[config.mk]
export PLATFORM = sky130hd
export DESIGN_NAME = packet_replay_window_filter_top_flat
export DESIGN_NICKNAME = d
export VERILOG_FILES = /design/src/hdl/prwf_pkg.sv /design/src/hdl/prwf_req_if.sv /design/src/hdl/prwf_res_if.sv /design/src/hdl/prwf_window.sv /design/src/hdl/prwf_control.sv /design/src/hdl/packet_replay_window_filter_top.sv /design/src/flat_wrapper.sv
export VERILOG_INCLUDE_DIRS = /design/src /design/src/hdl
export SDC_FILE = /design/constraint.sdc
export NUM_CORES = 2
export LEC_CHECK = 0
export BUFFER_PORTS_ARGS = -buffer_cell sky130_fd_sc_hd__buf_4
export CORE_AREA = 8 8 257 259
export DETAILED_ROUTE_END_ITERATION = 12
export DIE_AREA = 0 0 265 267
export PLACE_DENSITY = 0.8
export SLEW_MARGIN = 20
export SYNTH_ARGS = -nofsm -noshare
export SYNTH_HDL_FRONTEND = slang
export SYNTH_HIERARCHICAL = 1
export SYNTH_SLANG_ARGS = --single-unit
[constraint.sdc]
create_clock -name clk -period 40.9 [get_ports clk]
set_clock_uncertainty 0.05 [all_clocks]
set_input_delay 2.045 -clock clk [delete_from_list [all_inputs] [get_ports clk]]
set_output_delay 2.045 -clock clk [all_outputs]
set_load 0.02 [all_outputs]
[src/hdl/assert_macros.svh]
// assertion macros shared by the filter rtl
`ifndef ASSERT_MACROS_SVH
`define ASSERT_MACROS_SVH

// property that must hold in the same cycle as its trigger
`define PRWF_ASSERT_IMP(lbl, trig, cond) \
    lbl: assert property (@(posedge clk) disable iff (!rst_n) (trig) |-> (cond)) \
        else $error("replay filter check failed");

// property that must hold in the cycle after its trigger
`define PRWF_ASSERT_NXT(lbl, trig, cond) \
    lbl: assert property (@(posedge clk) disable iff (!rst_n) (trig) |=> (cond)) \
        else $error("replay filter check failed");

`endif

[src/hdl/prwf_pkg.sv]
// types, constants and codes of the replay window filter
package prwf_pkg;

    localparam int WINDOW_ENTRIES = 5;
    localparam int DECODER_SLOTS  = 4;

    localparam int OPCODE_W  = 2;
    localparam int SLOT_W    = 2;
    localparam int STAMP_W   = 64;
    localparam int LEN_W     = 16;
    localparam int VERDICT_W = 3;
    localparam int ENTRY_W   = 3;
    localparam int DSTAMP_W  = 29;
    localparam int IDX_W     = (WINDOW_ENTRIES > 1) ? $clog2(WINDOW_ENTRIES) : 1;

    localparam logic [LEN_W-1:0] DATA_MIN_LEN = LEN_W'(4 + 16);
    localparam logic [LEN_W-1:0] CTRL_MIN_LEN = LEN_W'(9 + 16 + 1 + 32 + 24 + 32 + 24 + 8);

    typedef enum logic [OPCODE_W-1:0] {
        OP_DATA  = 2'd0,
        OP_CTRL  = 2'd1,
        OP_CLEAR = 2'd2
    } opcode_t;

    typedef enum logic [VERDICT_W-1:0] {
        V_ACCEPT  = 3'd0,
        V_SHORT   = 3'd1,
        V_DUP     = 3'd2,
        V_LATE    = 3'd3,
        V_AUTH    = 3'd4,
        V_CLEARED = 3'd5
    } verdict_t;

    typedef logic [DSTAMP_W-1:0] dstamp_t;
    typedef dstamp_t             win_row_t [WINDOW_ENTRIES];

    // update from the check stage to the window store
    typedef struct packed {
        logic              data_we;
        logic [SLOT_W-1:0] slot;
        logic [IDX_W-1:0]  idx;
        dstamp_t           stamp;
        logic              clear_one;
        logic              clear_pair;
        logic              sender;
    } win_cmd_t;

    // lookup result of one data stamp against its slot
    typedef struct packed {
        logic             dup;
        logic             late;
        logic [IDX_W-1:0] min_idx;
    } win_look_t;

endpackage

[src/hdl/prwf_req_if.sv]
// request channel carrying one packet header check
interface prwf_req_if
    import prwf_pkg::*;
();
    logic                valid;
    logic                ready;
    logic [OPCODE_W-1:0] opcode;
    logic [SLOT_W-1:0]   key_slot;
    logic [STAMP_W-1:0]  stamp;
    logic [LEN_W-1:0]    packet_length;
    logic                auth_ok;
    logic                sender_key_id;

    modport source (output valid, opcode, key_slot, stamp, packet_length, auth_ok,
                    sender_key_id, input ready);
    modport sink   (input valid, opcode, key_slot, stamp, packet_length, auth_ok,
                    sender_key_id, output ready);
endinterface

[src/hdl/prwf_res_if.sv]
// result channel carrying one verdict
interface prwf_res_if
    import prwf_pkg::*;
();
    logic                 valid;
    logic                 ready;
    logic [VERDICT_W-1:0] verdict;
    logic [ENTRY_W-1:0]   replaced_entry;

    modport source (output valid, verdict, replaced_entry, input ready);
    modport sink   (input valid, verdict, replaced_entry, output ready);
endinterface

[src/hdl/prwf_window.sv]
// per-slot windows of data timestamps with duplicate, late and minimum lookup
`include "assert_macros.svh"

module prwf_window
    import prwf_pkg::*;
(
    input  logic              clk,
    input  logic              rst_n,
    input  logic [SLOT_W-1:0] look_slot,
    input  dstamp_t           look_stamp,
    input  win_cmd_t          cmd,
    output win_look_t         look
);

    win_row_t win_reg  [DECODER_SLOTS];
    win_row_t win_next [DECODER_SLOTS];
    win_row_t row;
    dstamp_t  low;
    logic [IDX_W-1:0] low_idx;
    logic     dup;

    // lookup: duplicate scan and first lowest entry
    always_comb
    begin
        row     = win_reg[look_slot];
        dup     = 1'b0;
        low     = row[0];
        low_idx = '0;
        for (int i = 0; i < WINDOW_ENTRIES; i++)
        begin
            if (row[i] == look_stamp)
                dup = 1'b1;
        end
        for (int i = 1; i < WINDOW_ENTRIES; i++)
        begin
            if (row[i] < low)
            begin
                low     = row[i];
                low_idx = IDX_W'(i);
            end
        end
        look.dup     = dup;
        look.late    = (look_stamp <= low);
        look.min_idx = low_idx;
    end

    // next window contents: slot clears and data overwrite
    always_comb
    begin
        for (int s = 0; s < DECODER_SLOTS; s++)
        begin
            for (int i = 0; i < WINDOW_ENTRIES; i++)
            begin
                win_next[s][i] = win_reg[s][i];
                if ((cmd.clear_one && (cmd.slot == SLOT_W'(s))) ||
                    (cmd.clear_pair && ({1'b0, cmd.sender} == (SLOT_W'(s) >> 1))))
                    win_next[s][i] = '0;
                else if (cmd.data_we && (cmd.slot == SLOT_W'(s)) &&
                         (cmd.idx == IDX_W'(i)))
                    win_next[s][i] = cmd.stamp;
            end
        end
    end

    // window storage, zero after reset
    always_ff @(posedge clk or negedge rst_n)
    begin
        if (!rst_n)
        begin
            for (int s = 0; s < DECODER_SLOTS; s++)
                for (int i = 0; i < WINDOW_ENTRIES; i++)
                    win_reg[s][i] <= '0;
        end
        else
        begin
            win_reg <= win_next;
        end
    end

    `PRWF_ASSERT_NXT(a_data_written, cmd.data_we, win_reg[$past(cmd.slot)][$past(cmd.idx)] == $past(cmd.stamp))
    `PRWF_ASSERT_NXT(a_slot_cleared, cmd.clear_one, win_reg[$past(cmd.slot)][0] == '0)

endmodule

[src/hdl/prwf_control.sv]
// last accepted control timestamp and its late check
module prwf_control
    import prwf_pkg::*;
(
    input  logic               clk,
    input  logic               rst_n,
    input  logic [STAMP_W-1:0] stamp,
    input  logic               update,
    output logic               late
);

    logic [STAMP_W-1:0] last_reg;
    logic [STAMP_W-1:0] last_next;

    // late unless strictly above the last control stamp
    always_comb
    begin
        late      = (stamp <= last_reg);
        last_next = update ? stamp : last_reg;
    end

    always_ff @(posedge clk or negedge rst_n)
    begin
        if (!rst_n)
            last_reg <= '0;
        else
            last_reg <= last_next;
    end

endmodule

[src/hdl/packet_replay_window_filter_top.sv]
// top level of the packet replay window filter
//
// usage:
//   packets (sink) takes one header check request per cycle: opcode, key slot,
//   timestamp, length, authentication result and sender key id.
//   results (source) returns one verdict and the replaced window entry for
//   each data, control or clear request; a request with the unused opcode
//   updates nothing and returns no result.
// path: a request passes through the input register, then the check logic
//   into the result register.
// throughput: one request per cycle; the window and control stamp are
//   written at the same edge as the result register, so the next request
//   is checked against the updated state.
// reset: all slot windows and the control stamp are zero, both stages empty.
// stall: while results is not ready the result register holds, the input
//   register holds one more request, and packets.ready drops until the
//   result is taken.
`include "assert_macros.svh"

module packet_replay_window_filter_top
    import prwf_pkg::*;
(
    input  logic        clk,
    input  logic        rst_n,
    prwf_req_if.sink    packets,
    prwf_res_if.source  results
);

    // input register
    logic                s1_valid_reg;
    logic                s1_valid_next;
    logic [OPCODE_W-1:0] s1_opcode_reg;
    logic [SLOT_W-1:0]   s1_slot_reg;
    logic [STAMP_W-1:0]  s1_stamp_reg;
    logic [LEN_W-1:0]    s1_len_reg;
    logic                s1_auth_reg;
    logic                s1_sender_reg;

    // result register
    logic                 out_valid_reg;
    logic                 out_valid_next;
    verdict_t             out_verdict_reg;
    logic [ENTRY_W-1:0]   out_entry_reg;

    logic       in_fire;
    logic       s1_fire;
    logic       s1_known;
    logic       ctrl_late;
    verdict_t   verdict;
    logic [ENTRY_W-1:0] entry;
    logic       commit_ok;
    win_cmd_t   cmd;
    win_look_t  look;

    // handshake
    assign s1_known       = (s1_opcode_reg == OP_DATA) || (s1_opcode_reg == OP_CTRL) ||
                            (s1_opcode_reg == OP_CLEAR);
    assign s1_fire        = s1_valid_reg && (!s1_known || !out_valid_reg || results.ready);
    assign packets.ready  = !s1_valid_reg || s1_fire;
    assign in_fire        = packets.valid && packets.ready;
    assign s1_valid_next  = in_fire ? 1'b1 : (s1_fire ? 1'b0 : s1_valid_reg);
    assign out_valid_next = (s1_fire && s1_known) ? 1'b1 :
                            (results.ready ? 1'b0 : out_valid_reg);

    prwf_window u_window (
        .clk        (clk),
        .rst_n      (rst_n),
        .look_slot  (s1_slot_reg),
        .look_stamp (s1_stamp_reg[DSTAMP_W-1:0]),
        .cmd        (cmd),
        .look       (look)
    );

    prwf_control u_control (
        .clk    (clk),
        .rst_n  (rst_n),
        .stamp  (s1_stamp_reg),
        .update (s1_fire && (s1_opcode_reg == OP_CTRL) && commit_ok),
        .late   (ctrl_late)
    );

    // verdict in check order per opcode
    always_comb
    begin
        verdict   = V_CLEARED;
        entry     = '0;
        commit_ok = 1'b0;
        case (s1_opcode_reg)
            OP_DATA:
            begin
                if (s1_len_reg < DATA_MIN_LEN)
                    verdict = V_SHORT;
                else if (look.dup)
                    verdict = V_DUP;
                else if (look.late)
                    verdict = V_LATE;
                else if (!s1_auth_reg)
                    verdict = V_AUTH;
                else
                begin
                    verdict   = V_ACCEPT;
                    entry     = ENTRY_W'(look.min_idx);
                    commit_ok = 1'b1;
                end
            end
            OP_CTRL:
            begin
                if (s1_len_reg < CTRL_MIN_LEN)
                    verdict = V_SHORT;
                else if (ctrl_late)
                    verdict = V_LATE;
                else if (!s1_auth_reg)
                    verdict = V_AUTH;
                else
                begin
                    verdict   = V_ACCEPT;
                    commit_ok = 1'b1;
                end
            end
            OP_CLEAR:
            begin
                verdict = V_CLEARED;
            end
            default:
            begin
                verdict = V_CLEARED;
            end
        endcase
    end

    // window update command, only when the request leaves the input register
    always_comb
    begin
        cmd.data_we    = s1_fire && (s1_opcode_reg == OP_DATA) && commit_ok;
        cmd.slot       = s1_slot_reg;
        cmd.idx        = look.min_idx;
        cmd.stamp      = s1_stamp_reg[DSTAMP_W-1:0];
        cmd.clear_one  = s1_fire && (s1_opcode_reg == OP_CLEAR);
        cmd.clear_pair = s1_fire && (s1_opcode_reg == OP_CTRL) && commit_ok;
        cmd.sender     = s1_sender_reg;
    end

    // control state of both stages
    always_ff @(posedge clk or negedge rst_n)
    begin
        if (!rst_n)
        begin
            s1_valid_reg  <= 1'b0;
            out_valid_reg <= 1'b0;
        end
        else
        begin
            s1_valid_reg  <= s1_valid_next;
            out_valid_reg <= out_valid_next;
        end
    end

    // payload registers
    always_ff @(posedge clk)
    begin
        if (in_fire)
        begin
            s1_opcode_reg <= packets.opcode;
            s1_slot_reg   <= packets.key_slot;
            s1_stamp_reg  <= packets.stamp;
            s1_len_reg    <= packets.packet_length;
            s1_auth_reg   <= packets.auth_ok;
            s1_sender_reg <= packets.sender_key_id;
        end
        if (s1_fire && s1_known)
        begin
            out_verdict_reg <= verdict;
            out_entry_reg   <= entry;
        end
    end

    assign results.valid          = out_valid_reg;
    assign results.verdict        = out_verdict_reg;
    assign results.replaced_entry = out_entry_reg;

    `PRWF_ASSERT_IMP(a_entry_zero, out_valid_reg && (out_verdict_reg != V_ACCEPT), out_entry_reg == '0)
    `PRWF_ASSERT_IMP(a_entry_range, out_valid_reg, out_entry_reg < ENTRY_W'(WINDOW_ENTRIES))
    `PRWF_ASSERT_NXT(a_clear_result, s1_fire && (s1_opcode_reg == OP_CLEAR), out_valid_reg && (out_verdict_reg == V_CLEARED))

endmodule

[src/flat_wrapper.sv]
// flat-port wrapper written by rule: the top's interface ports become plain ports
module packet_replay_window_filter_top_flat import prwf_pkg::*;
  (clk, rst_n, packets_valid, packets_opcode, packets_key_slot, packets_stamp, packets_packet_length, packets_auth_ok, packets_sender_key_id, packets_ready, results_valid, results_verdict, results_replaced_entry, results_ready);
  prwf_req_if packets_i ();
  prwf_res_if results_i ();
  input  logic clk;
  input  logic rst_n;
  input wire logic [$bits(packets_i.valid)-1:0] packets_valid;
  input wire logic [$bits(packets_i.opcode)-1:0] packets_opcode;
  input wire logic [$bits(packets_i.key_slot)-1:0] packets_key_slot;
  input wire logic [$bits(packets_i.stamp)-1:0] packets_stamp;
  input wire logic [$bits(packets_i.packet_length)-1:0] packets_packet_length;
  input wire logic [$bits(packets_i.auth_ok)-1:0] packets_auth_ok;
  input wire logic [$bits(packets_i.sender_key_id)-1:0] packets_sender_key_id;
  output wire logic [$bits(packets_i.ready)-1:0] packets_ready;
  output wire logic [$bits(results_i.valid)-1:0] results_valid;
  output wire logic [$bits(results_i.verdict)-1:0] results_verdict;
  output wire logic [$bits(results_i.replaced_entry)-1:0] results_replaced_entry;
  input wire logic [$bits(results_i.ready)-1:0] results_ready;
  assign packets_i.valid = packets_valid;
  assign packets_i.opcode = packets_opcode;
  assign packets_i.key_slot = packets_key_slot;
  assign packets_i.stamp = packets_stamp;
  assign packets_i.packet_length = packets_packet_length;
  assign packets_i.auth_ok = packets_auth_ok;
  assign packets_i.sender_key_id = packets_sender_key_id;
  assign packets_ready = packets_i.ready;
  assign results_valid = results_i.valid;
  assign results_verdict = results_i.verdict;
  assign results_replaced_entry = results_i.replaced_entry;
  assign results_i.ready = results_ready;
  packet_replay_window_filter_top u_core (.clk(clk), .rst_n(rst_n), .packets(packets_i), .results(results_i));
endmodule
Word-level counts from Yosys, hierarchy flattened
Index checks and enable logic that the tools add are counted.
- register bits: 738
- input port bits: 90
- output and inout port bits: 8
- word-level logic and storage cells: 208
- magnitude comparators: 9
- eq/ne operators: 14
- muxes and demuxes: 74
- bitwise operators: 4
- reduce and logical (&&, ||, !) cells: 76
- operator list (kind ; number):
    two-way mux 29 bit ; 44
    binary-select mux 145 bit (select 2 bit) ; 1
    two-way mux 145 bit ; 2
    equality test 29 bit ; 5
    < comparator 29 bit ; 4
    less-or-equal comparator 64 bit ; 1
    nonzero test 2 bit ; 22
    logical AND 1 bit ; 38
    less-or-equal comparator 29 bit ; 1
    two-way mux 3 bit ; 7
    < comparator 16 x 5 -> 1 bit (second input constant) ; 1
    < comparator 16 x 8 -> 1 bit (second input constant) ; 1
    two-way mux 1 bit ; 16
    logical OR 1 bit ; 9
    equality test 2 bit (second input constant) ; 3
    equality test 3 x 2 -> 1 bit (second input constant) ; 2
    case mux 3 bit (2 select lines) ; 1
    OR reduction 5 bit ; 1
    equality test 2 x 1 -> 1 bit (second input constant) ; 2
    logical NOT 2 bit ; 2
    two-way mux 2 bit ; 2
    equality test 3 x 1 -> 1 bit (second input constant) ; 1
    equality test 3 bit (second input constant) ; 1
    greater-or-equal comparator 3 bit (second input constant) ; 1
    other kinds (5) ; 9

Longest topological paths before layout
- depth after elaboration: 22
- gate-level depth with buffers: 79

Hierarchy
Netlist, hierarchy kept.
- by module, submodules not included (module ; instances ; cells an instance ; area each (µm²)):
    prwf_window ; 1 ; 3675 ; 32995.4
    prwf_control ; 1 ; 434 ; 3875.0
    packet_replay_window_filter_top ; 1 ; 136 ; 3021.6

Least setup slack after synthesis
Ideal clock, no wire load.
- kind: reg-to-reg
- from: register u_core.s1_slot_reg[0]
- to: register u_core/u_window/win_reg[540] (netlist name)
- setup time: 0.078 ns
- data arrival time: 14.752 ns
- data required time: 40.772 ns
- slack: 26.020 ns
- cell stages (with the launch flop): 77
- path buffers: 12
- cell sequence: edfxtp_1 -> buf_6 -> buf_4 -> buf_2 -> buf_2 -> buf_1 -> mux4_2 -> ha_1 -> a21oi_1 -> o21ai_0 -> a221o_1 -> a211o_1 -> nor2_4 -> buf_6 -> buf_1 -> mux2i_1 -> ha_1 -> nand4_1 -> [41 not listed] -> a21oi_1 -> o21ai_0 -> a21o_1 -> a21o_1 -> a21oi_1 -> nor2b_1 -> o21ai_0 -> a21boi_0 -> o21ai_0 -> nor2_1 -> o2111a_1 -> nor4b_1 -> nor3b_1 -> and2_1 -> clkbuf_1 -> buf_1 -> nand2_1 -> a21oi_1
- RTL lines (item ; RTL line ; RTL):
    start, declared ; packet_replay_window_filter_top.sv:33 ; logic [SLOT_W-1:0] s1_slot_reg;
    start signal, assigned ; packet_replay_window_filter_top.sv:164 ; s1_slot_reg <= packets.key_slot;
    end signal, assigned ; prwf_window.sv:76 ; win_reg <= win_next;
    end, declared ; prwf_window.sv:15 ; win_row_t win_reg [DECODER_SLOTS];

==> results.json <==
{
  "status": "finished clean",
  "yosysMostFrequentCell": "nand2_1",
  "synth.avg_cell_area_um2": 9.40,
  "setup_viol": 0,
  "routed_wl_um": 125000,
  "yosys_warnings": 6,
  "final_core_util": 0.705,
  "cts_resized": 0,
  "first_pass_iters": 6,
  "finalCritPeriodShare": 0.492,
  "cap_violations": 0,
  "largest_reg_flops": 580,
  "cp_num_buf_inv": 11,
  "criticalPathCategory": "reg -> reg",
  "fp.dieH_um": 267,
  "route.detailed.drc": 0,
  "postCtsSetupRepairBufs": 0,
  "synth_nets": 4532,
  "yosys_register_bits": 737,
  "synth_ff_type": "dfrtp_1",
  "required_ns": 41.38,
  "relSlewSlack": 0.196,
  "cp.depth": 65,
  "ant_nets": 0,
  "crit_start": "u_core/s1_slot_reg[0]",
  "critPathLaunchType": "register",
  "hp-start": "u_core/s1_stamp_reg[55]",
  "crit_top_cell": "buf_4",
  "die_w_um": 265,
  "synth_cell_types": 77,
  "cts_buffer_depth": 3,
  "cts_hold_buffers": 0,
  "dieArea_mm2": 0.0708,
  "num_vias": 33200,
  "start_util": 0.642,
  "fmax_mhz": 49.7,
  "slowest_stage": "buf_4",
  "max_stage_delay_ns": 0.86,
  "antennaDiodeCount": 0,
  "drtIter0Drc": 4206,
  "cp-end-kind": "register",
  "drv_slew": 0,
  "grt_start_max_net_pins": 146,
  "grt_pass1_wl_um": 192000,
  "crit_family": "compound AO/OA/AOI/OAI gates",
  "synth_area_leader_cell": "dfrtp_1",
  "fin_nets": 4468,
  "grt_pass1_vias": 33400,
  "tightest_slew_ns": 1.21,
  "postSynthCellCount": 4245,
  "fin_crit_ns": 20.12,
  "fillers": 4561,
  "ios": 98,
  "cts-root-buf": "clkbuf_16",
  "r2r-start": "u_core/s1_slot_reg[0]",
  "synth_top_area_frac": 0.405,
  "yosysSeqAreaShare": 0.474,
  "via_per_inst": 6.58,
  "antenna_found_initial": 1,
  "area.growth.synth_to_final_pct": 9.87,
  "synth_area_mm2": 0.0399,
  "port_buffers": 96,
  "cts_max_level": 3,
  "num_rows": 92,
  "cp_max_fo": 49,
  "routedWlPerCell_um": 24.9,
  "hold_violations": 0,
  "hold_path_depth": 2,
  "overflow": 0,
  "insertion_delay_ns": 0.65,
  "layout-drive-gt1-share": 0.125,
  "synth_area_leaders": "dfrtp_1 (41%), nand2_1 (12%), a21oi_1 (8.5%), mux4_2 (8.1%), edfxtp_1 (6.9%)",
  "rsz0062_at_grt": "false",
  "async_reset_ff_frac": 0.877,
  "synth_commonest_cells": "nand2_1 (1300), a21oi_1 (681), dfrtp_1 (646)",
  "place.gp.congestion": 1.00,
  "cts_tree": "yes",
  "cts.sinks": 737,
  "r2r_cells": 65,
  "numCtsBuffers": 78,
  "hpwl_um": 74900,
  "fin_setup_tns_ns": 0,
  "arrival_ns": 20.60,
  "synth-edff-count": 91,
  "core_area_mm2": 0.0622,
  "clk_pin_slew_worst_paths_ns": 0.06,
  "grt_usage": 0.353,
  "hp-class": "reg -> reg"
}
==> worst register-to-register path, delay by kind of cell (launching register included) <==
| kind | cells | cell delay (ns) |
|---|---|---|
| AOI/OAI and AO/OA | 27 | 6.86 |
| adders and majority gates | 5 | 1.32 |
| buffers and inverters | 11 | 4.59 |
| DFF | 1 | 0.63 |
| muxes | 4 | 1.97 |
| and+or+nand+nor | 18 | 4.58 |
==> worst paths after layout <==
| path | endpoint | slack (ns) |
|---|---|---|
| max in group asynchronous | u_core/u_window/win_reg[334] | 36.29 |
| hold reg to reg | u_core/u_control/last_reg[55] | 0.44 |
| min in group asynchronous | u_core/u_control/last_reg[21] | 1.39 |
| setup / recovery | u_core/u_window/win_reg[542] | 20.78 |
| setup reg to reg | u_core/u_window/win_reg[542] | 20.78 |
| hold / removal | u_core/u_control/last_reg[55] | 0.44 |
==> per-layer routing <==
layer / vias to the layer above / routed length (um) / global-route usage / part of all wire
met3: 473 / 15800 / 0.107 / 0.13
li1: 14300 / - / - / -
met5: - / 0 / 0 / 0
met2: 2184 / 56900 / 0.547 / 0.45
met1: 16200 / 45000 / 0.443 / 0.36
met4: 0 / 7630 / 0.199 / 0.061
==> cell type report <==
class / count / area, um^2 / share of cell area
timing repair buffer: 189 / 1480 / 0.0337
clock buffer: 111 / 2280 / 0.0520
clock inverter: 30 / 377 / 0.00859
multi-input combinational: 3015 / 19200 / 0.438
tap: 799 / 1000 / 0.0228
inverter: 160 / 601 / 0.0137
sequential: 737 / 18900 / 0.431
==> cell families (layout without fill, tap and decap cells) <==
family          Yosys count  in the layout  synth area share
simple gates           1559           1559             0.160
buf+inv                 493            490            0.0482
xor+xnor                148            148            0.0325
flops                   737            737             0.474
mux                     236            236             0.105
compound gates          870            870             0.117
fa+ha+maj               202            202            0.0630
==> placed cells by master, fill, tap and decap left out, types with 14 or more instances in the layout <==
cell and count:
nand2_1 1300, a21oi_1 681, dfrtp_1 646, ha_1 197
buf_4 184, inv_1 159, mux4_2 144, edfxtp_1 91
o21ai_0 90, xor2_1 83, clkbuf_16 80, xnor2_1 65
nand4_1 59, mux2i_1 59, nor2_1 48, a21o_1 40
mux2_2 29, nor4_1 27, nand3_1 22, nor3_1 18
clkbuf_8 16, clkbuf_1 15, nor2b_1 15, clkinv_2 14
==> stage by stage <==
stage          worst slack [ns]  hold slack (ns)  cells  cell area [um^2]
3_3_place_gp              21.55            0.421   4899             41100
4_1_cts                   21.35            0.444   5040             43800
6_report                  20.78            0.441   5041             43800
2_1_floorplan             26.02            0.409   4245             39900
3_5_place_dp              21.44            0.431   4899             41100
5_1_grt                   19.65            0.469   5041             43800
Power is not shown: default switching activity piles up to over one toggle a cycle in this logic, so the estimate is an artifact.
